`src/hdl/fzw_mac.sv`:
```
`timescale 1ns / 1ps
// Multiply-add slice, y = a * m + d taken modulo 2^O_W.
// Purely combinational; no package dependencies.

module fzw_mac #(
	parameter int A_W = 8,
	parameter int M_W = 8,
	parameter int D_W = 8,
	parameter int O_W = 8
) (
	input  logic [A_W-1:0] a,
	input  logic [M_W-1:0] m,
	input  logic [D_W-1:0] d,
	output logic [O_W-1:0] y
);

	localparam int T_W = ((A_W + M_W > D_W) ? (A_W + M_W) : D_W) + 1;
	localparam int W   = (T_W > O_W) ? T_W : O_W;

	logic [W-1:0] sum;

	assign sum = W'(a) * W'(m) + W'(d);
	assign y   = sum[O_W-1:0];

endmodule

```
`config.mk`:
```
export PLATFORM = sky130hd
export DESIGN_NAME = fzw_mac
export DESIGN_NICKNAME = d
export VERILOG_FILES = /design/src/hdl/fzw_mac.sv
export SDC_FILE = /design/constraint.sdc
export NUM_CORES = 1
export LEC_CHECK = 0
export BUFFER_PORTS_ARGS = -buffer_cell sky130_fd_sc_hd__buf_2
export CAP_MARGIN = 20
export CORE_MARGIN = 4
export CORE_UTILIZATION = 56
export DETAILED_ROUTE_END_ITERATION = 8
export PLACE_DENSITY = 0.86
export SLEW_MARGIN = 20
export SYNTH_ARGS = -nofsm -noshare
export SYNTH_HDL_FRONTEND = slang
export SYNTH_SLANG_ARGS = --single-unit
```
`constraint.sdc`:
```
create_clock -name vclk -period 5.3
set_input_delay 0.795 -clock vclk [all_inputs]
set_output_delay 0.795 -clock vclk [all_outputs]
set_load 0.01 [all_outputs]
```
==> impl_metrics.json, run 1 <==
{
  "firstDrtPassIters": 4,
  "maxSlewHeadroom_pct": 79.99,
  "hold_class": "input port to output pin",
  "fin_setup_tns_ns": 0,
  "grt_pass1_vias": 941,
  "fin_area_sq_mm": 0.001256,
  "p_total_uw": 339.6,
  "diodes": 0,
  "syn_nets": 186,
  "grt_max_degree": 9,
  "status": "finished clean",
  "clockBufferCount": 0,
  "initial_core_util_pct": 60.35,
  "rsz0062_at_grt": "no",
  "drive_above_1_share_pct": 22.64,
  "post-route-min-period_ns": 4.935,
  "min_to": "y[0]",
  "finish.utilization_pct": 71.21,
  "hold_viol_final": 0,
  "hpwl_mm": 2.037,
  "grt_util_all_layers_pct": 19.02,
  "grt_pass1_wl_mm": 3.960,
  "hold_buffers": 0,
  "cts_setup_buffers": 0,
  "ios": 32,
  "seq_area_sq_um": 0,
  "syn_to_final_growth_pct": 17.98,
  "crit_type": "input port to output pin",
  "die-area_sq_mm": 0.002663,
  "min_path_cells": 3,
  "drt_iter0_drc": 4,
  "vias": 865,
  "die-height_um": 51.61,
  "syn_area_sq_mm": 0.001065,
  "netlist.area_leader.share_pct": 33.84,
  "ys_seq_area_share_pct": 0,
  "fillers": 164,
  "ant_nets": 0,
  "place.gp.congestion": 0.8595,
  "slew_violations": 0,
  "wl_mm": 2.148,
  "grt.overflow.total": 0,
  "endpoint_kind": "output pin",
  "port_buffers": 32,
  "crit_start": "m[1]",
  "crit_fanout": 7,
  "tightest_slew_ns": 0.2981,
  "cts_resized": 0,
  "p_leak_uw": 0.0007251,
  "placementRows": 15,
  "nNetsFinal": 220,
  "postPlaceCellArea_sq_mm": 0.001256,
  "routedWlPerCell_um": 11.67,
  "synthTopCellsByArea": "fa_1 (34%), ha_1 (20%), xnor2_1 (13%), inv_1 (12%), nand2_1 (7.8%)",
  "avgSynthCellArea_sq_um": 8.384,
  "synth_top_cell_by_area": "fa_1",
  "placed_cells": 184,
  "netlist_instances": 127,
  "required_ns": 4.51,
  "synth_cell_types": 11,
  "route.detailed.drc": 0,
  "instances_no_fill": 184,
  "fmax_mhz": 202.6,
  "ys_warn_count": 0,
  "vias_per_cell": 4.701,
  "fp.coreArea_sq_mm": 0.001764,
  "die_w_um": 51.61,
  "start_kind": "input port",
  "irDropWorstVdd_mv": 0.2091,
  "antenna_found_initial": 0,
  "min_period_over_period_pct": 93.12,
  "cp.arrival_ns": 4.14,
  "min-delay-start": "d[0]",
  "cap_violations": 0,
  "setup_violations": 0,
  "seq_cells": 0,
  "pwr_density_cell_mw_per_mm2": 270.3
}
[cell usage after synthesis]
cell,n
inv_1,34
xor2_1,1
xnor2_2,1
nand2_1,22
a21o_1,2
and2_2,3
xnor2_1,16
ha_1,17
a21oi_1,2
and2_1,11
fa_1,18
[through the flow]
stage	hold WS (ns)	setup WS (ns)
floorplan	1.741	0.7103
global placement	1.896	0.4251
detailed placement	1.904	0.3661
CTS	1.904	0.3557
global route	1.932	0.1935
finish	1.899	0.3648
[power by group]
group | internal (uW) | switching, uW
registers | 0 | 0
logic | 164 | 176
clock network | 0 | 0
total | 164 | 176
[cells by family (layout without fill, tap and decap cells)]
logic type / count (synthesis) / count (layout) / share of synthesized area (%)
XOR/XNOR: 18 / 18 / 15.51
AO/OA/AOI/OAI: 4 / 4 / 2.350
buffers and inverters: 34 / 66 / 11.99
adder cells (fa/ha/maj): 35 / 35 / 53.82
AND/OR/NAND/NOR: 36 / 36 / 16.33
[worst max path at each step]
stage          depth (start not counted)   end
2_1_floorplan                         12  y[7]
4_1_cts                               15  y[7]
3_3_place_gp                          14  y[7]
5_1_grt                               15  y[7]
3_5_place_dp                          15  y[7]
6_report                              14  y[7]
[area by class of cell]
cell class / instances / area, sq um / area share (%)
well taps: 25 / 31.28 / 2.490
multi-input cells: 93 / 937.1 / 74.60
repair buffers: 32 / 160.2 / 12.75
inverters: 34 / 127.6 / 10.16
[routing by layer]
layer	share of wire (%)	vias to the layer above	global-route usage [%]	wire length, um
met5	0	-	0	0
met4	1.2	0	2.183	25
met3	5.3	4	1.433	113
met2	56	22	38.77	1196
met1	38	407	21.66	812
li1	-	432	-	-
[worst max-delay path: stages]
cell	delay (ns)
buf_2	0.14
nand2_1	0.09
fa_1	0.50
inv_1	0.05
fa_1	0.51
inv_1	0.05
fa_1	0.47
fa_1	0.54
inv_1	0.05
ha_1	0.32
a21oi_1	0.22
xnor2_2	0.14
xnor2_1	0.12
buf_2	0.14
[cell usage in the layout (no fill, tap or decap), drive strengths merged]
cell	instances
buf	32
ha	17
a21oi	2
and2	14
a21o	2
fa	18
nand2	22
inv	34
xnor2	17
xor2	1
Note: power is estimated with default switching activity, not from simulation.
==> run 2, diff against run 1 <==
SETUP_SLACK_MARGIN = 0.4   (was not set)
==> impl_metrics.json, run 2 (synthesis gave the netlist of run 1 again) <==
{
  "status": "finished clean",
  "endpoint_kind": "output pin",
  "p_total_uw": 394.2,
  "crit_type": "input port to output pin",
  "seq_area_sq_um": 0,
  "p_leak_uw": 0.0007306,
  "ant_nets": 0,
  "grt_util_all_layers_pct": 19.20,
  "setup_violations": 0,
  "hold_buffers": 0,
  "pwr-share-seq_pct": 0,
  "rsz0062_at_grt": "no",
  "place.gp.congestion": 0.8595,
  "power_switching_uw": 200.2,
  "fin_area_sq_mm": 0.001340,
  "vias": 885,
  "post-route-min-period_ns": 4.772,
  "grt.overflow.total": 0,
  "crit_chain": "buf_2, and2_1, fa_1, ha_4, ha_4, fa_1, ha_2, inv_1, fa_2, inv_1, a21o_1, a21oi_4, xnor2_2, xnor2_1, buf_2",
  "tightest_slew_ns": 0.2820,
  "finish.utilization_pct": 75.96,
  "p_int_uw": 194.1,
  "grt_max_degree": 9,
  "multi_input_area_sq_mm": 0.001006,
  "crit_fanout": 7,
  "vias_per_cell": 4.784,
  "drt_iter0_drc": 5,
  "route.detailed.drc": 0,
  "path_delay_family": "adder cells",
  "crit_cells": 15,
  "clockBufferCount": 0,
  "nNetsFinal": 221,
  "syn_to_final_growth_pct": 25.85,
  "hold_class": "input port to output pin",
  "min-delay-start": "d[0]",
  "die-height_um": 51.61,
  "maxSlewHeadroom_pct": 81.06,
  "die-area_sq_mm": 0.002663,
  "worst-path-buf-inv": 4,
  "antenna_found_initial": 0,
  "irDropWorstVdd_mv": 0.2403,
  "hpwl_mm": 2.037,
  "fin_setup_tns_ns": 0,
  "cap_violations": 0,
  "pwr_density_cell_mw_per_mm2": 294.2,
  "ios": 32,
  "die_w_um": 51.61,
  "drive_above_1_share_pct": 28.13,
  "fmax_mhz": 209.5,
  "diodes": 0,
  "placementRows": 15,
  "final_common_cell": "inv_1",
  "wl_mm": 2.256,
  "final_cell_mix": "inv_1 (34), buf_2 (29), nand2_1 (21)",
  "cp.arrival_ns": 3.98,
  "clkPwrFrac_pct": 0,
  "start_kind": "input port",
  "postPlaceCellArea_sq_mm": 0.001256,
  "hold_viol_final": 0,
  "min_period_over_period_pct": 90.05,
  "seq_cells": 0,
  "port_buffers": 32,
  "required_ns": 4.51,
  "slew_violations": 0,
  "fp.coreArea_sq_mm": 0.001764,
  "grt_pass1_vias": 949,
  "slowest_delay_ns": 0.54,
  "crit_start": "a[1]",
  "fillers": 154,
  "critPathCapture": "y[7]",
  "initial_core_util_pct": 60.35,
  "worst_path_max_delay_cell": "fa_1",
  "routedWlPerCell_um": 12.19,
  "grt_pass1_wl_mm": 3.995,
  "p_sw_share_pct": 50.78,
  "comb_power_share_pct": 100.0,
  "firstDrtPassIters": 3
}
[run 2: cell count changes in the layout (fill, tap and decap cells not counted), moves of 3 or more]
| cell | before | now |
|---|---|---|
| buf_2 | 32 | 29 |
| buf_4 | 0 | 4 |
| ha_1 | 17 | 12 |
| ha_4 | 0 | 4 |
[run 2: how the worst min path moves through the flow]
| stage | depth (start not counted) | slack, ns | end |
|---|---|---|---|
| 2_1_floorplan | 1 | 1.74 | y[0] |
| 5_1_grt | 3 | 1.93 | y[0] |
| 4_1_cts | 3 | 1.90 | y[0] |
| 3_3_place_gp | 3 | 1.90 | y[0] |
| 3_5_place_dp | 3 | 1.90 | y[0] |
| 6_report | 3 | 1.90 | y[0] |
[run 2: routing by layer]
metal	up-vias	GRT usage, %	wire [um]
li1	435	-	-
met4	0	2.183	36
met5	-	0	0
met1	418	21.66	858
met2	26	39.41	1227
met3	6	1.433	134
[run 2: timing repair]
item	4_1_cts	5_1_grt
resized for setup	2	12
pin swaps	0	10
buffers inserted	0	1
setup endpoints to repair	1	2
[run 2: final cells by class]
cell class         count  share of cell area, %
repair buffers        33                  13.07
multi-input cells     93                  75.07
well taps             25                  2.334
inverters             34                  9.524
[run 2: through the flow]
stage	std cells	setup slack [ns]	hold WS (ns)
after floorplan	127	0.7103	1.741
after global placement	184	0.4251	1.896
after detailed placement	184	0.3661	1.904
after CTS	184	0.4095	1.904
after global routing	185	0.3836	1.932
final	185	0.5276	1.897
[run 2: power groups by stage]
stage               sequential (uW)  clock [uW]  combinational (uW)
CTS                               0           0                 350
detailed placement                0           0                 343
global route                      0           0                 442
floorplan                         0           0                 245
global placement                  0           0                 323
finish                            0           0                 394
==> run 3, diff against run 2 <==
PLACE_DENSITY = 0.95   (was 0.86)
==> impl_metrics.json, run 3 (synthesis gave the netlist of run 1 again) <==
{
  "fmax_mhz": 208.7,
  "grt.overflow.total": 0,
  "cp.arrival_ns": 4.00,
  "finalHoldWorstSlack_ns": 1.933,
  "route.detailed.drc": 0,
  "grt_util_all_layers_pct": 18.54,
  "hold_buffers": 0,
  "endpoint_kind": "output pin",
  "placementRows": 15,
  "pwr_density_cell_mw_per_mm2": 294.1,
  "grt_max_degree": 9,
  "irDropWorstVdd_mv": 0.2205,
  "seq_cells": 0,
  "slowest_delay_ns": 0.51,
  "setup_violations": 0,
  "cap_violations": 0,
  "path_common_cell": "ha_1",
  "firstDrtPassIters": 4,
  "p_leak_uw": 0.0007254,
  "grt_pass1_vias": 934,
  "grt_pass1_wl_mm": 3.884,
  "seq_area_sq_um": 0,
  "vias_per_cell": 4.734,
  "crit_fanout": 7,
  "vias": 871,
  "die-height_um": 51.61,
  "post-route-min-period_ns": 4.791,
  "port_buffers": 32,
  "fp.coreArea_sq_mm": 0.001764,
  "worst_path_max_delay_cell": "fa_1",
  "initial_core_util_pct": 60.35,
  "start_kind": "input port",
  "diodes": 0,
  "nNetsFinal": 220,
  "hpwl_mm": 2.086,
  "cts_setup_buffers": 0,
  "ios": 32,
  "crit_chain": "buf_2, and2_1, fa_1, ha_1, ha_1, fa_1, ha_1, inv_1, fa_2, inv_1, a21o_1, a21oi_4, xnor2_2, xnor2_1, buf_2",
  "antenna_found_initial": 0,
  "fin_setup_tns_ns": 0,
  "drive_above_1_share_pct": 27.67,
  "slew_violations": 0,
  "maxSlewHeadroom_pct": 82.10,
  "tightest_slew_ns": 0.2666,
  "drt_iter0_drc": 7,
  "required_ns": 4.51,
  "crit_type": "input port to output pin",
  "hold_class": "input port to output pin",
  "die-area_sq_mm": 0.002663,
  "path_delay_family": "adder cells",
  "hold_viol_final": 0,
  "ant_nets": 0,
  "clockBufferCount": 0,
  "status": "finished clean",
  "final_common_cell": "inv_1",
  "final_cell_mix": "inv_1 (34), buf_2 (31), nand2_1 (21)",
  "place.gp.congestion": 0.8632,
  "min_period_over_period_pct": 90.40,
  "syn_to_final_growth_pct": 24.68,
  "rsz0062_at_grt": "no",
  "worst-path-buf-inv": 4,
  "wl_mm": 2.422,
  "die_w_um": 51.61,
  "routedWlPerCell_um": 13.16
}
==> run 3: timing repair <==
action,in CTS,in global routing
pin swaps,1,4
setup endpoints to repair,1,1
gates resized for setup,2,8
==> run 3: area by class of cell <==
type	count	area, sq um
fillers	143	436.7
inverters	34	127.6
multi-input cells	93	1006
well taps	25	31.28
repair buffers	32	162.7
==> run 3: worst paths after layout <==
check	startpoint	endpoint	slack, ns	depth (start not counted)
worst max-delay path	a[1]	y[7]	0.51	15
worst min-delay path	d[0]	y[0]	1.93	3
==> run 3: routing by layer <==
metal | track usage [%] | wire [um] | vias up
met5 | 0 | 0 | -
met2 | 39.41 | 1406 | 17
met3 | 0 | 59 | 2
met1 | 21.52 | 929 | 417
li1 | - | - | 435
met4 | 0 | 27 | 0
==> run 3: per-stage QoR <==
step	util [%]	worst slack, ns	instances	instance area [sq um]	power [uW]
floorplan	-	0.7103	127	1065	244.7
global placement	71.21	0.4054	184	1256	324.1
detailed placement	71.21	0.3489	184	1256	341.1
CTS	72.13	0.4540	184	1272	359.5
global route	75.25	0.3552	184	1328	437.1
finish	75.25	0.5088	184	1328	390.4
==> run 3: report_power, final <==
| group | switching, uW | internal, uW | leakage (uW) | total, uW |
|---|---|---|---|---|
| Sequential | 0 | 0 | 0 | 0 |
| Combinational | 197 | 193 | 0.000725 | 390 |
| Clock | 0 | 0 | 0 | 0 |
==> run 3: tightest hold or removal path, stage by stage <==
cell and delay [ns]:
buf_2 0.09, ha_1 0.13, buf_2 0.13
