--- config.mk ---
export PLATFORM = sky130hd
export DESIGN_NAME = fzw_cfg
export DESIGN_NICKNAME = d
export VERILOG_FILES = /design/src/hdl/fzw_pkg.sv /design/src/hdl/fzw_cfg.sv
export SDC_FILE = /design/constraint.sdc
export NUM_CORES = 1
export LEC_CHECK = 0
export ABC_AREA = 1
export BUFFER_PORTS_ARGS = -buffer_cell sky130_fd_sc_hd__buf_2
export CAP_MARGIN = 30
export CORE_UTILIZATION = 40
export CTS_CLUSTER_DIAMETER = 200
export DETAILED_ROUTE_END_ITERATION = 7
export HOLD_SLACK_MARGIN = 0.15
export PLACE_DENSITY_LB_ADDON = 0.12
export SLEW_MARGIN = 20
export SYNTH_ARGS = -nofsm -noshare
export SYNTH_HDL_FRONTEND = slang
export SYNTH_SLANG_ARGS = --single-unit
--- constraint.sdc ---
create_clock -name clk -period 3.6 [get_ports clk]
set_clock_uncertainty 0.05 [all_clocks]
set_input_delay 0.36 -clock clk [delete_from_list [all_inputs] [get_ports clk]]
set_output_delay 0.36 -clock clk [all_outputs]
set_load 0.1 [all_outputs]
--- src/hdl/fzw_pkg.sv ---
`timescale 1ns / 1ps
// Shared types, field widths, register codes and width helpers for the fractal-Z
// weight address generator. No dependencies.

package fzw_pkg;

	localparam int N_BLOCK_DEF = 16;
	localparam int MAX_DIM_DEF = 16384;

	// Field widths fixed by the item and register formats.
	localparam int C1I_W      = 10;
	localparam int IDX_W      = 14;
	localparam int C0I_W      = 5;
	localparam int CI_W       = 15;
	localparam int OFF_W      = 40;
	localparam int EB_W       = 4;
	localparam int LAYOUT_W   = 2;
	localparam int C0_W       = 6;
	localparam int DIM_REG_W  = 15;
	localparam int CFG_IDX_W  = 3;
	localparam int CFG_DATA_W = 15;
	localparam int CMP_W      = 16;
	localparam int LATENCY    = 4;

	localparam logic [C0_W-1:0] C0_WIDE_CODE = 6'd32;

	typedef enum logic [CFG_IDX_W-1:0] {
		REG_LAYOUT_MODE = 3'd0,
		REG_DIM_N       = 3'd1,
		REG_DIM_C       = 3'd2,
		REG_DIM_H       = 3'd3,
		REG_DIM_W       = 3'd4,
		REG_CUBE_C0     = 3'd5,
		REG_ELEM_BYTES  = 3'd6
	} cfg_reg_t;

	typedef enum logic [LAYOUT_W-1:0] {
		LAYOUT_NCHW = 2'd0,
		LAYOUT_HWCN = 2'd1,
		LAYOUT_NHWC = 2'd2
	} layout_t;

	typedef struct packed {
		layout_t          layout;
		logic             c0_wide;
		logic [EB_W-1:0]  elem_bytes;
	} cfg_ctrl_t;

	// Largest dimension a 15-bit register can carry after clamping.
	function automatic int eff_dim(input int max_dim);
		int reg_max;
		reg_max = (1 << DIM_REG_W) - 1;
		return (max_dim < reg_max) ? max_dim : reg_max;
	endfunction

	function automatic int dim_width(input int max_dim);
		return $clog2(eff_dim(max_dim) + 1);
	endfunction

	// Padded kernel count stays below eff + n_block.
	function automatic int np_width(input int max_dim, input int n_block);
		return $clog2(eff_dim(max_dim) + n_block);
	endfunction

	function automatic int c1_width(input int max_dim);
		return $clog2(((eff_dim(max_dim) + 15) >> 4) + 1);
	endfunction

endpackage

--- src/hdl/fzw_cfg.sv ---
`timescale 1ns / 1ps
// Configuration registers with clamped dimensions and derived shape values
// (channel block count and kernel count padded to N_BLOCK). Uses fzw_pkg.

module fzw_cfg #(
	parameter int N_BLOCK = fzw_pkg::N_BLOCK_DEF,
	parameter int MAX_DIM = fzw_pkg::MAX_DIM_DEF
) (
	input  logic                                       clk,
	input  logic                                       arst_n,
	input  logic                                       cfg_wr_en,
	input  logic [fzw_pkg::CFG_IDX_W-1:0]              cfg_index,
	input  logic [fzw_pkg::CFG_DATA_W-1:0]             cfg_wdata,
	output fzw_pkg::cfg_ctrl_t                         ctrl,
	output logic [fzw_pkg::dim_width(MAX_DIM)-1:0]     dim_n,
	output logic [fzw_pkg::dim_width(MAX_DIM)-1:0]     dim_c,
	output logic [fzw_pkg::dim_width(MAX_DIM)-1:0]     dim_h,
	output logic [fzw_pkg::dim_width(MAX_DIM)-1:0]     dim_w,
	output logic [fzw_pkg::c1_width(MAX_DIM)-1:0]      c1,
	output logic [fzw_pkg::np_width(MAX_DIM, N_BLOCK)-1:0] np
);
	import fzw_pkg::*;

	localparam int DIM_W = dim_width(MAX_DIM);
	localparam int C1_W  = c1_width(MAX_DIM);
	localparam int NP_W  = np_width(MAX_DIM, N_BLOCK);
	localparam int CR_W  = DIM_W + 1;

	// Rounded-up kernel blocks via a reciprocal multiply that is exact for x < 2^X_W.
	localparam int X_W   = $clog2(eff_dim(MAX_DIM) + N_BLOCK);
	localparam int L_W   = $clog2(N_BLOCK);
	localparam int SHIFT = X_W + L_W;
	localparam int RECIP = ((1 << SHIFT) + N_BLOCK - 1) / N_BLOCK;
	localparam int R_W   = X_W + 1;
	localparam int P_W   = X_W + R_W;
	localparam int Q_W   = X_W - L_W + 1;

	logic [LAYOUT_W-1:0]  layout_q;
	logic                 c0_wide_q;
	logic [EB_W-1:0]      elem_bytes_q;
	logic [DIM_REG_W-1:0] dim_n_q;
	logic [DIM_REG_W-1:0] dim_c_q;
	logic [DIM_REG_W-1:0] dim_h_q;
	logic [DIM_REG_W-1:0] dim_w_q;
	logic [Q_W-1:0]       nblk_q;
	logic [NP_W-1:0]      np_q;
	logic [X_W-1:0]       n_round;
	logic [P_W-1:0]       recip_prod;
	logic [CR_W-1:0]      c_round;

	always_ff @(posedge clk or negedge arst_n) begin
		if (!arst_n) begin
			layout_q     <= LAYOUT_NCHW;
			c0_wide_q    <= 1'b0;
			elem_bytes_q <= EB_W'(2);
			dim_n_q      <= DIM_REG_W'(1);
			dim_c_q      <= DIM_REG_W'(1);
			dim_h_q      <= DIM_REG_W'(1);
			dim_w_q      <= DIM_REG_W'(1);
		end else if (cfg_wr_en) begin
			case (cfg_reg_t'(cfg_index))
				REG_LAYOUT_MODE: layout_q     <= cfg_wdata[LAYOUT_W-1:0];
				REG_DIM_N:       dim_n_q      <= cfg_wdata[DIM_REG_W-1:0];
				REG_DIM_C:       dim_c_q      <= cfg_wdata[DIM_REG_W-1:0];
				REG_DIM_H:       dim_h_q      <= cfg_wdata[DIM_REG_W-1:0];
				REG_DIM_W:       dim_w_q      <= cfg_wdata[DIM_REG_W-1:0];
				REG_CUBE_C0:     c0_wide_q    <= (cfg_wdata[C0_W-1:0] == C0_WIDE_CODE);
				REG_ELEM_BYTES:  elem_bytes_q <= cfg_wdata[EB_W-1:0];
				default: begin
				end
			endcase
		end
	end

	always_comb begin
		dim_n = (32'(dim_n_q) > MAX_DIM) ? DIM_W'(MAX_DIM) : DIM_W'(dim_n_q);
		dim_c = (32'(dim_c_q) > MAX_DIM) ? DIM_W'(MAX_DIM) : DIM_W'(dim_c_q);
		dim_h = (32'(dim_h_q) > MAX_DIM) ? DIM_W'(MAX_DIM) : DIM_W'(dim_h_q);
		dim_w = (32'(dim_w_q) > MAX_DIM) ? DIM_W'(MAX_DIM) : DIM_W'(dim_w_q);
	end

	// C1 is a shift because C0 is a power of two.
	assign c_round = CR_W'(dim_c) + (c0_wide_q ? CR_W'(31) : CR_W'(15));
	assign c1      = c0_wide_q ? C1_W'(c_round >> 5) : C1_W'(c_round >> 4);

	assign n_round    = X_W'(dim_n) + X_W'(N_BLOCK - 1);
	assign recip_prod = P_W'(n_round) * P_W'(RECIP);

	// Two register steps; the padded count is first read at the third pipeline stage.
	always_ff @(posedge clk or negedge arst_n) begin
		if (!arst_n) begin
			nblk_q <= Q_W'(1);
			np_q   <= NP_W'(N_BLOCK);
		end else begin
			nblk_q <= recip_prod[SHIFT +: Q_W];
			np_q   <= NP_W'(nblk_q * N_BLOCK);
		end
	end

	assign np = np_q;

	assign ctrl.layout     = layout_t'(layout_q);
	assign ctrl.c0_wide    = c0_wide_q;
	assign ctrl.elem_bytes = elem_bytes_q;

endmodule

==> results of run 1 <==
[placed cells by master (no fill, tap or decap), types with 6 or more instances in the layout]
| master | synthesis | final |
|---|---|---|
| sky130_fd_sc_hd__dfrtp_1 | 82 | 82 |
| sky130_fd_sc_hd__dfstp_2 | 7 | 7 |
| sky130_fd_sc_hd__nand2_1 | 124 | 118 |
| sky130_fd_sc_hd__nor2_1 | 67 | 64 |
| sky130_fd_sc_hd__buf_2 | 0 | 99 |
| sky130_fd_sc_hd__o21ai_0 | 71 | 68 |
| sky130_fd_sc_hd__clkbuf_8 | 0 | 9 |
| sky130_fd_sc_hd__nand3_1 | 24 | 24 |
| sky130_fd_sc_hd__inv_1 | 96 | 95 |
| sky130_fd_sc_hd__nand4_1 | 6 | 6 |
| sky130_fd_sc_hd__buf_4 | 6 | 10 |
| sky130_fd_sc_hd__nand2_2 | 3 | 8 |
[cells by family after synthesis]
family	count (synthesis)	synth area share
flops	89	0.528
buf+inv	125	0.118
fa+ha+maj	1	0.00295
other cells	1	0.000885
compound gates	82	0.0981
xor+xnor	6	0.0124
simple gates	241	0.240
[path summary, 6_finish.rpt]
kind | startpoint | end | slack [ps] | depth (start not counted)
worst max-delay path | dim_c_q[0]$_DFFE_PN1P_ | c1[2] | 220 | 16
worst min-delay path | cfg_wdata[7] | dim_c_q[7]$_DFFE_PN0P_ | 300 | 3
worst max register to register | dim_n_q[0]$_DFFE_PN1P_ | nblk_q[8]$_DFF_PN0_ | 1670 | 9
worst min register to register | nblk_q[9]$_DFF_PN0_ | np[13]$_DFF_PN0_ | 310 | 0
max in group asynchronous | arst_n | dim_c_q[0]$_DFFE_PN1P_ | 2260 | 4
min in group asynchronous | arst_n | np[11]$_DFF_PN0_ | 380 | 2
[state kept, by name, indices dropped and copies added (netlist names)]
signal / flops
nblk_q: 11
dim_w_q: 15
np: 11
dim_n_q: 15
c0_wide_q: 1
layout_q: 2
elem_bytes_q: 4
dim_c_q: 15
dim_h_q: 15
[stage by stage]
stage,instances,setup TNS (ps),setup WS (ps),hold WS [ps]
2_1_floorplan,548,-148,-73.8,14.4
3_3_place_gp,767,0,317,282
3_5_place_dp,768,0,210,230
4_1_cts,785,0,4.55,292
5_1_grt,789,-3.11,-3.11,306
6_report,789,0,224,300
[cells in the mapped netlist, types with 2 or more instances]
library cell	instances
sky130_fd_sc_hd__nand2_1	124
sky130_fd_sc_hd__inv_1	96
sky130_fd_sc_hd__dfrtp_1	82
sky130_fd_sc_hd__o21ai_0	71
sky130_fd_sc_hd__nor2_1	67
sky130_fd_sc_hd__nand3_1	24
sky130_fd_sc_hd__clkbuf_1	20
sky130_fd_sc_hd__dfstp_2	7
sky130_fd_sc_hd__buf_4	6
sky130_fd_sc_hd__nand4_1	6
sky130_fd_sc_hd__a21oi_1	5
sky130_fd_sc_hd__nor4_1	5
sky130_fd_sc_hd__xor2_1	5
sky130_fd_sc_hd__nor3_1	4
sky130_fd_sc_hd__a31oi_1	3
sky130_fd_sc_hd__nand2_2	3
sky130_fd_sc_hd__nor3_2	3
sky130_fd_sc_hd__inv_2	2
sky130_fd_sc_hd__o21ai_1	2
sky130_fd_sc_hd__or2_1	2
[critical path: stages, from the launching register on]
cell and delay, ps:
sky130_fd_sc_hd__dfstp_2 560, sky130_fd_sc_hd__nor2_1 50, sky130_fd_sc_hd__nand2_1 90, sky130_fd_sc_hd__nor2_1 50, sky130_fd_sc_hd__nand2_1 90, sky130_fd_sc_hd__nand2_4 110
sky130_fd_sc_hd__clkinvlp_4 180, sky130_fd_sc_hd__nor2_4 50, sky130_fd_sc_hd__ha_1 290, sky130_fd_sc_hd__nand3_1 110, sky130_fd_sc_hd__nand2_2 150, sky130_fd_sc_hd__inv_1 60
sky130_fd_sc_hd__nor2_2 160, sky130_fd_sc_hd__xor2_1 200, sky130_fd_sc_hd__nand2_1 90, sky130_fd_sc_hd__o21ai_2 70, sky130_fd_sc_hd__buf_4 300
[per-layer routing]
layer	global-route usage	wire (µm)	up-vias
li1	-	-	1872
met3	0.0374	562	10
met5	0	0	-
met4	0.0694	128	0
met2	0.298	4660	110
met1	0.278	5040	1681
[where the power goes]
| group | leakage, nW | switching [W] | total [W] | internal, W |
|---|---|---|---|---|
| Clock | 0.0994 | 0.000374 | 0.000706 | 0.000332 |
| Sequential | 1.11 | 0.000152 | 0.00136 | 0.00121 |
| Combinational | 1.68 | 0.00203 | 0.00242 | 0.000381 |
| Total | 2.89 | 0.00256 | 0.00448 | 0.00192 |
[layout make-up]
type | instances | area (µm²)
Tap cell | 136 | 170
Clock inverter | 6 | 75.1
Fill cell | 1039 | 5050
Clock buffer | 10 | 128
Multi-Input combinational cell | 334 | 1580
Sequential cell | 89 | 2240
Timing Repair Buffer | 116 | 664
Inverter | 98 | 372
[repair_timing]
action                                  in CTS  in global routing
resized for setup                           11                  8
endpoints found under the setup margin      10                 11
setup buffers                                0                  3
hold buffers                                 1                  0
endpoints found under the hold margin       23                  0
==> out/metrics.yaml, run 1 <==
global_routing:
  global_route.usage.total: 0.196
  grt_overflow: 0
  grt_start_max_net_pins: 59
  first_global_vias: 3442
  antenna_found_initial: 0
  grt_pass1_wl_um: 16800
power_and_ir_drop:
  power_density_nw_per_um2: 858
  finalPower_w: 0.00448
  power.leakage_nw: 2.89
  vdd_drop_max_v: 0.000542
logic_synthesis:
  synth_edf_count: 0
  synth_largest_type_area_fraction: 0.484
  syn_avg_cell_area_um2: 7.77
  netlist_instances: 545
  synth-main-ff-cell: "sky130_fd_sc_hd__dfrtp_1"
  yosys_register_bits: 89
  netlist_cell_types: 28
  ys.warnings.count: 0
  postSynth.asyncResetShare: 1.00
  synth_area_leader_cell: "sky130_fd_sc_hd__dfrtp_1"
  synth_top_cells_by_area: "sky130_fd_sc_hd__dfrtp_1, sky130_fd_sc_hd__nand2_1, sky130_fd_sc_hd__inv_1"
  synth.cell_area_um2: 4240
  synth_seq_area_share: 0.528
drt:
  vias: 3673
  routed_wirelength_um: 10400
  vias_per_cell: 4.66
  detail-route-antenna-nets: 0
  drc: 0
  drt_first_iter_violations: 216
  final_routed_wire_length_divided_by_cell_count_um: 13.2
  drt-pass1-iter-count: 7
outcome:
  run_status: "finished, final reports clean"
timing:
  worstMarginPinSlew_ps: 890
  final_max_slew_viol_count: 0
  setup_viol: 0
  finalCriticalPeriod_ps: 3380
  max_freq_mhz: 296
  timing.final.hold_violations: 0
  relSlewSlack: 0.405
  final_min_period_over_clock_period: 0.938
cts:
  cts_tree: "yes"
  cts_max_level: 3
  clock_sink_count: 89
  path_clk_slew_ps: 90
  cts_inserted_buffers: 9
  clock_latency_ps: 350
  cts-root-to-sink-buffers: 2
  root_buffer: "sky130_fd_sc_hd__clkbuf_8"
final_layout:
  layout.nets: 670
  final_design_area_no_fill_um2: 5220
  post-route-util: 0.508
  antennaDiodeCount: 0
  layout-drive-gt1-share: 0.250
  area_delta_synth_final_pct: 23.3
worst_setup_path:
  timing.critical_path.from_type: "flop"
  worst_ep_required_time_ps: 3190
  timing.critical_path.arrival_ps: 2970
  path_class: "reg -> out"
  endpoint_kind: "output port"
  crit_path_max_fanout: 13
floorplanning:
  num_io_pins: 114
  die-height_um: 105
  std_cell_rows: 37
  die_w_um: 105
  initial_core_util: 0.412
  coreArea_um2: 10300
  die_outline_area_um2: 11000
min_path:
  timing.hold.worst.class: "in -> reg"
placement:
  port_buffers: 109
  place_congestion: 0.886
  place_hpwl_um: 7520
  place_area_um2: 4920
flow_run:
  drv_cap: 0
(Power assumes the default switching activity.)
==> inputs of run 2 (changes only) <==
- CELL_PAD_IN_SITES_DETAIL_PLACEMENT: not set -> 0
- CELL_PAD_IN_SITES_GLOBAL_PLACEMENT: not set -> 1
- CORE_UTILIZATION: 40 -> 38
==> run 2 against run 1 <==
  * Cell area increased by 0.60%
  * Hold slack improved by 0.71 ps
  * Sequential power about the same
  * Clock power decreased by 3.8%
  * Critical path type unchanged
  * Largest power group unchanged
==> out/metrics.yaml, run 2 (same netlist as run 1, synthesis figures left out) <==
power_and_ir_drop:
  vdd_drop_max_v: 0.000481
  power_density_nw_per_um2: 851
  power.leakage_nw: 2.91
  finalPower_w: 0.00447
floorplanning:
  num_io_pins: 114
  std_cell_rows: 38
  die_outline_area_um2: 11600
  initial_core_util: 0.391
  coreArea_um2: 10800
  die-height_um: 108
  die_w_um: 108
worst_setup_path:
  crit_path_max_fanout: 7
  crit-reg2reg-capture: "nblk_q[8]$_DFF_PN0_"
  reg2reg_depth: 9
  critical_path.startpoint: "dim_c_q[0]$_DFFE_PN1P_"
  timing.reg2reg.setup_slack_ps: 1660
  timing.critical_path.arrival_ps: 2840
  path_class: "reg -> out"
  worst_ep_required_time_ps: 3190
  timing.critical_path.from_type: "flop"
  cp_slowest_stage_delay_ps: 550
  endpoint_kind: "output port"
  crit_chain: "nor2_1 -> nand2_1 -> nor2_1 -> nand2_1 -> nand2_4 -> inv_2 -> nor2_4 -> ha_1 -> nand3_1 -> nand2_2 -> inv_1 -> nor2_1 -> xor2_1 -> nand2_1 -> o21ai_2 -> buf_4"
  cpMaxStageDelayCell: "sky130_fd_sc_hd__dfstp_2"
  critical_path.reg2reg.startpoint: "dim_n_q[8]$_DFFE_PN0P_"
final_layout:
  n_fill_cell: 1113
  register_area_um2: 2240
  most_common_cell_after_layout_fill_and_taps_aside: "sky130_fd_sc_hd__nand2_1"
  area_delta_synth_final_pct: 24.1
  antennaDiodeCount: 0
  layout_common_cells: "sky130_fd_sc_hd__nand2_1, sky130_fd_sc_hd__buf_2, sky130_fd_sc_hd__inv_1, sky130_fd_sc_hd__dfrtp_1, sky130_fd_sc_hd__o21ai_0"
  multi_input_comb_area_um2: 1570
  layout-drive-gt1-share: 0.252
  layout.nets: 672
timing:
  rsz0062_at_grt: "false"
  holdWs_ps: 301
  final_max_slew_viol_count: 0
  worstMarginPinSlew_ps: 807
  finalCriticalPeriod_ps: 3250
  max_freq_mhz: 308
  setup_viol: 0
  relSlewSlack: 0.460
  timing.final.hold_violations: 0
  final_min_period_over_clock_period: 0.902
global_routing:
  antenna_found_initial: 0
  grt_pass1_wl_um: 17100
  grt_overflow: 0
  global_route.usage.total: 0.196
  first_global_vias: 3359
  grt_start_max_net_pins: 80
drt:
  final_routed_wire_length_divided_by_cell_count_um: 13.5
  uppermost_layer_routed: "met4"
  drt-pass1-iter-count: 4
  detail-route-antenna-nets: 0
  dr_wl_met3_um: 478
  vias_per_cell: 4.65
  vias: 3694
  drt_first_iter_violations: 145
  wirelength_met1_um: 5390
  routed_met2_length_um: 4790
  drc: 0
  routed_wirelength_um: 10800
cts:
  clock_sink_count: 89
  cts_inserted_buffers: 9
  path_clk_slew_ps: 90
  cts_max_level: 3
  cts-root-to-sink-buffers: 2
  cts_tree: "yes"
  root_buffer: "sky130_fd_sc_hd__clkbuf_8"
  clock_latency_ps: 370
min_path:
  timing.hold.worst.class: "in -> reg"
  start_point_of_the_worst_min_delay_path: "cfg_wdata[8]"
  hold_depth: 3
  worst_hold_path.endpoint: "dim_n_q[8]$_DFFE_PN0P_"
placement:
  place_congestion: 0.822
  place_hpwl_um: 7990
  port_buffers: 109
flow_run:
  drv_cap: 0
outcome:
  run_status: "finished, final reports clean"
## run 2: worst max-delay path by stage
stage / endpoint / slack [ps] / depth (start not counted)
after floorplan: c1[2] / -70 / 16
after global placement: c1[7] / 450 / 17
after detailed placement: c1[7] / 410 / 17
after CTS: c1[1] / 6 / 16
after global routing: c1[2] / 90 / 16
final: c1[1] / 350 / 16
## run 2: routing by layer
metal | up-vias | global-route usage
met4 | 0 | 0.0646
met3 | 9 | 0.0278
met1 | 1720 | 0.289
met5 | - | 0
met2 | 91 | 0.293
li1 | 1874 | -
## run 2: timing repair
item / 4_1_cts / 5_1_grt
pin swaps: 0 / 4
endpoints found under the setup margin: 1 / 10
hold buffers: 1 / 0
endpoints found under the hold margin: 41 / 0
buffers inserted: 0 / 2
gates resized for setup: 1 / 21
## run 2: worst max-delay path, delay by kind of cell (launching register included)
family,cells,cell delay (ps)
flops,1,550
xor+xnor,1,200
buf+inv,3,430
simple gates,10,920
fa+ha+maj,1,290
compound gates,1,80
## run 2: per-stage QoR
| stage | TNS [ps] | area (µm²) | util | setup slack [ps] | cells |
|---|---|---|---|---|---|
| finish | 0 | 5260 | 0.485 | 351 | 795 |
| global route | 0 | 5260 | 0.485 | 86.1 | 795 |
| CTS | 0 | 5160 | 0.476 | 6.20 | 791 |
| detailed placement | 0 | 4950 | 0.457 | 411 | 774 |
| global placement | 0 | 4940 | 0.456 | 453 | 773 |
| floorplan | -148 | 4300 | - | -73.8 | 548 |
## run 2: report_power, final
| part | total, W | internal, W | switching [W] | leakage [nW] |
|---|---|---|---|---|
| combinational | 0.00244 | 0.000400 | 0.00204 | 1.70 |
| clock | 0.000679 | 0.000300 | 0.000379 | 0.0985 |
| sequential | 0.00135 | 0.00121 | 0.000144 | 1.11 |
## run 2: cell type report
| cell class | instances | area share |
|---|---|---|
| Timing Repair Buffer | 118 | 0.135 |
| Clock inverter | 5 | 0.00857 |
| Multi-Input combinational cell | 334 | 0.299 |
| Sequential cell | 89 | 0.425 |
| Inverter | 98 | 0.0700 |
| Tap cell | 140 | 0.0333 |
| Clock buffer | 11 | 0.0288 |
==> inputs of run 3 (changes only) <==
- ABC_AREA: 1 -> not set
- CORE_UTILIZATION: 38 -> 40
==> run 3 against run 2 <==
  * Largest power group unchanged
  * Synthesized cell count decreased by 28%
  * Cell count shrank 19%
  * Sequential power up 9%
  * Count of clock-buffer cells in the layout decreased by 2
  * Synthesized area grew 4.0%
  * First-iteration DRC count fell by 13%
  * Via count shrank 9.1%
  * Highest routed layer unchanged
  * Global-route usage shrank 0.93 points
  * Die area shrank 1.2%
==> out/metrics.yaml, run 3 <==
global_routing:
  grt_overflow: 0
  antenna_found_initial: 0
  global_route.usage.total: 0.186
  grt_start_max_net_pins: 77
  grt_pass1_wl_um: 16500
  first_global_vias: 3080
drt:
  drt-pass1-iter-count: 4
  detail-route-antenna-nets: 0
  routed_wirelength_um: 10500
  drc: 0
  vias_per_cell: 5.24
  vias: 3356
  drt_first_iter_violations: 126
  final_routed_wire_length_divided_by_cell_count_um: 16.3
worst_setup_path:
  timing.reg2reg.setup_slack_ps: 1630
  crit_path_max_fanout: 13
  timing.critical_path.arrival_ps: 2700
  path_class: "reg -> out"
  timing.critical_path.from_type: "flop"
  worst_ep_required_time_ps: 3190
  endpoint_kind: "output port"
floorplanning:
  die_outline_area_um2: 11400
  coreArea_um2: 10500
  initial_core_util: 0.419
  die-height_um: 107
  die_w_um: 107
  num_io_pins: 114
  std_cell_rows: 37
placement:
  port_buffers: 109
  dpl.cell_count: 622
  placement.setup.worst_slack_ps: 892
  place_congestion: 0.793
  place_hpwl_um: 7670
outcome:
  run_status: "finished, final reports clean"
logic_synthesis:
  netlist_cell_types: 50
  postSynth.asyncResetShare: 1.00
  synth_edf_count: 0
  synth_area_leader_cell: "sky130_fd_sc_hd__dfrtp_1"
  yosys.cell_count.top_type: "sky130_fd_sc_hd__dfrtp_1"
  synth_largest_type_area_fraction: 0.466
  ys.warnings.count: 0
  netlist_instances: 393
  synth_top_cells_by_area: "sky130_fd_sc_hd__dfrtp_1, sky130_fd_sc_hd__mux2_2, sky130_fd_sc_hd__nor2b_1"
  syn_avg_cell_area_um2: 11.2
  synth.cell_area_um2: 4400
  yosys_register_bits: 89
  synth-main-ff-cell: "sky130_fd_sc_hd__dfrtp_1"
  synth_seq_area_share: 0.508
  yosys-top-cells-count: "sky130_fd_sc_hd__dfrtp_1, sky130_fd_sc_hd__mux2_2, sky130_fd_sc_hd__nor2b_1, sky130_fd_sc_hd__nor2_1"
cts:
  cts_tree: "yes"
  root_buffer: "sky130_fd_sc_hd__clkbuf_8"
  clock_latency_ps: 360
  cts_max_level: 3
  cts-root-to-sink-buffers: 2
  cts_inserted_buffers: 9
  path_clk_slew_ps: 100
  clock_sink_count: 89
power_and_ir_drop:
  power.leakage_nw: 2.45
  power_density_nw_per_um2: 904
  vdd_drop_max_v: 0.000470
min_path:
  timing.hold.worst.class: "in -> reg"
timing:
  setup_viol: 0
  final_max_slew_viol_count: 0
  setup_slack_ps: 486
  worstMarginPinSlew_ps: 893
  timing.final.hold_violations: 0
  finalCriticalPeriod_ps: 3110
  relSlewSlack: 0.402
  final_min_period_over_clock_period: 0.865
  accumulated_negative_setup_slack_ps: 0
  max_freq_mhz: 321
  rsz0062_at_grt: "false"
final_layout:
  n_fill_cell: 970
  most_common_cell_after_layout_fill_and_taps_aside: "sky130_fd_sc_hd__buf_2"
  layout.nets: 521
  post-route-util: 0.516
  area_delta_synth_final_pct: 23.2
  layout-drive-gt1-share: 0.433
  antennaDiodeCount: 0
  layout.cells.non_filler: 640
  layout_common_cells: "sky130_fd_sc_hd__buf_2, sky130_fd_sc_hd__dfrtp_1, sky130_fd_sc_hd__mux2_2, sky130_fd_sc_hd__nor2b_1, sky130_fd_sc_hd__nor2_1"
flow_run:
  drv_cap: 0
==> run 3: logic make-up (layout without fill, tap and decap cells) <==
group,after synthesis,after routing,synth area share
adder cells (fa/ha/maj),1,1,0.00284
AND/OR/NAND/NOR,147,147,0.187
XOR/XNOR,12,12,0.0239
multiplexers,64,64,0.163
buffers and inverters,38,146,0.0378
flip-flops,89,89,0.508
AO/OA/AOI/OAI,41,41,0.0773
other,1,4,0.000852
==> run 3: final timing paths <==
| path | to | cells after the start | from |
|---|---|---|---|
| max in group asynchronous | dim_n_q[0]$_DFFE_PN1P_ | 4 | arst_n |
| min in group asynchronous | np[10]$_DFF_PN0_ | 2 | arst_n |
| max | c1[6] | 6 | c0_wide_q$_DFFE_PN0P_ |
| min reg2reg | np[8]$_DFF_PN0_ | 0 | nblk_q[4]$_DFF_PN0_ |
| min | dim_c_q[6]$_DFFE_PN0P_ | 3 | cfg_wdata[6] |
| max reg2reg | nblk_q[7]$_DFF_PN0_ | 4 | dim_n_q[14]$_DFFE_PN0P_ |
==> run 3: final cells by class <==
class	count	area (µm²)	share of cell area
Sequential cell	89	2240	0.412
Multi-Input combinational cell	269	2100	0.388
Timing Repair Buffer	117	661	0.122
Tap cell	136	170	0.0314
Clock buffer	9	124	0.0228
Clock inverter	7	81.3	0.0150
Inverter	13	48.8	0.00900
==> run 3: what timing repair did <==
action,4_1_cts,5_1_grt
hold buffers,1,0
buffers inserted,0,0
hold endpoints to repair,67,0
gates resized for setup,0,0
==> run 3: critical path, cell delays in order (launching register included) <==
cell,delay (ps)
sky130_fd_sc_hd__dfrtp_1,680
sky130_fd_sc_hd__ha_4,220
sky130_fd_sc_hd__inv_1,150
sky130_fd_sc_hd__a2111oi_4,560
sky130_fd_sc_hd__mux2i_1,150
sky130_fd_sc_hd__o2bb2ai_1,150
sky130_fd_sc_hd__buf_2,440
==> run 3: power by group <==
group          switching (W)  total, W  internal (W)  leakage, nW
clock network       0.000410  0.000688      0.000278        0.104
registers           0.000226   0.00147       0.00124         1.08
logic                0.00223   0.00274      0.000517         1.27
total                0.00286   0.00490       0.00204         2.45
==> run 3: per-stage QoR <==
stage	power, W	area (µm²)	hold slack, ps
2_1_floorplan	0.00380	4510	14.4
3_3_place_gp	0.00422	5180	282
3_5_place_dp	0.00424	5180	286
4_1_cts	0.00494	5400	207
5_1_grt	0.00511	5420	234
6_report	0.00490	5420	220
==> run 3: per-layer routing <==
metal	routed length [µm]	global-route usage	vias up	share of wire
met4	99	0.0499	0	0.0095
li1	-	-	1582	-
met2	4770	0.288	86	0.46
met1	5160	0.274	1677	0.49
met5	0	0	-	0
met3	421	0.0255	11	0.040
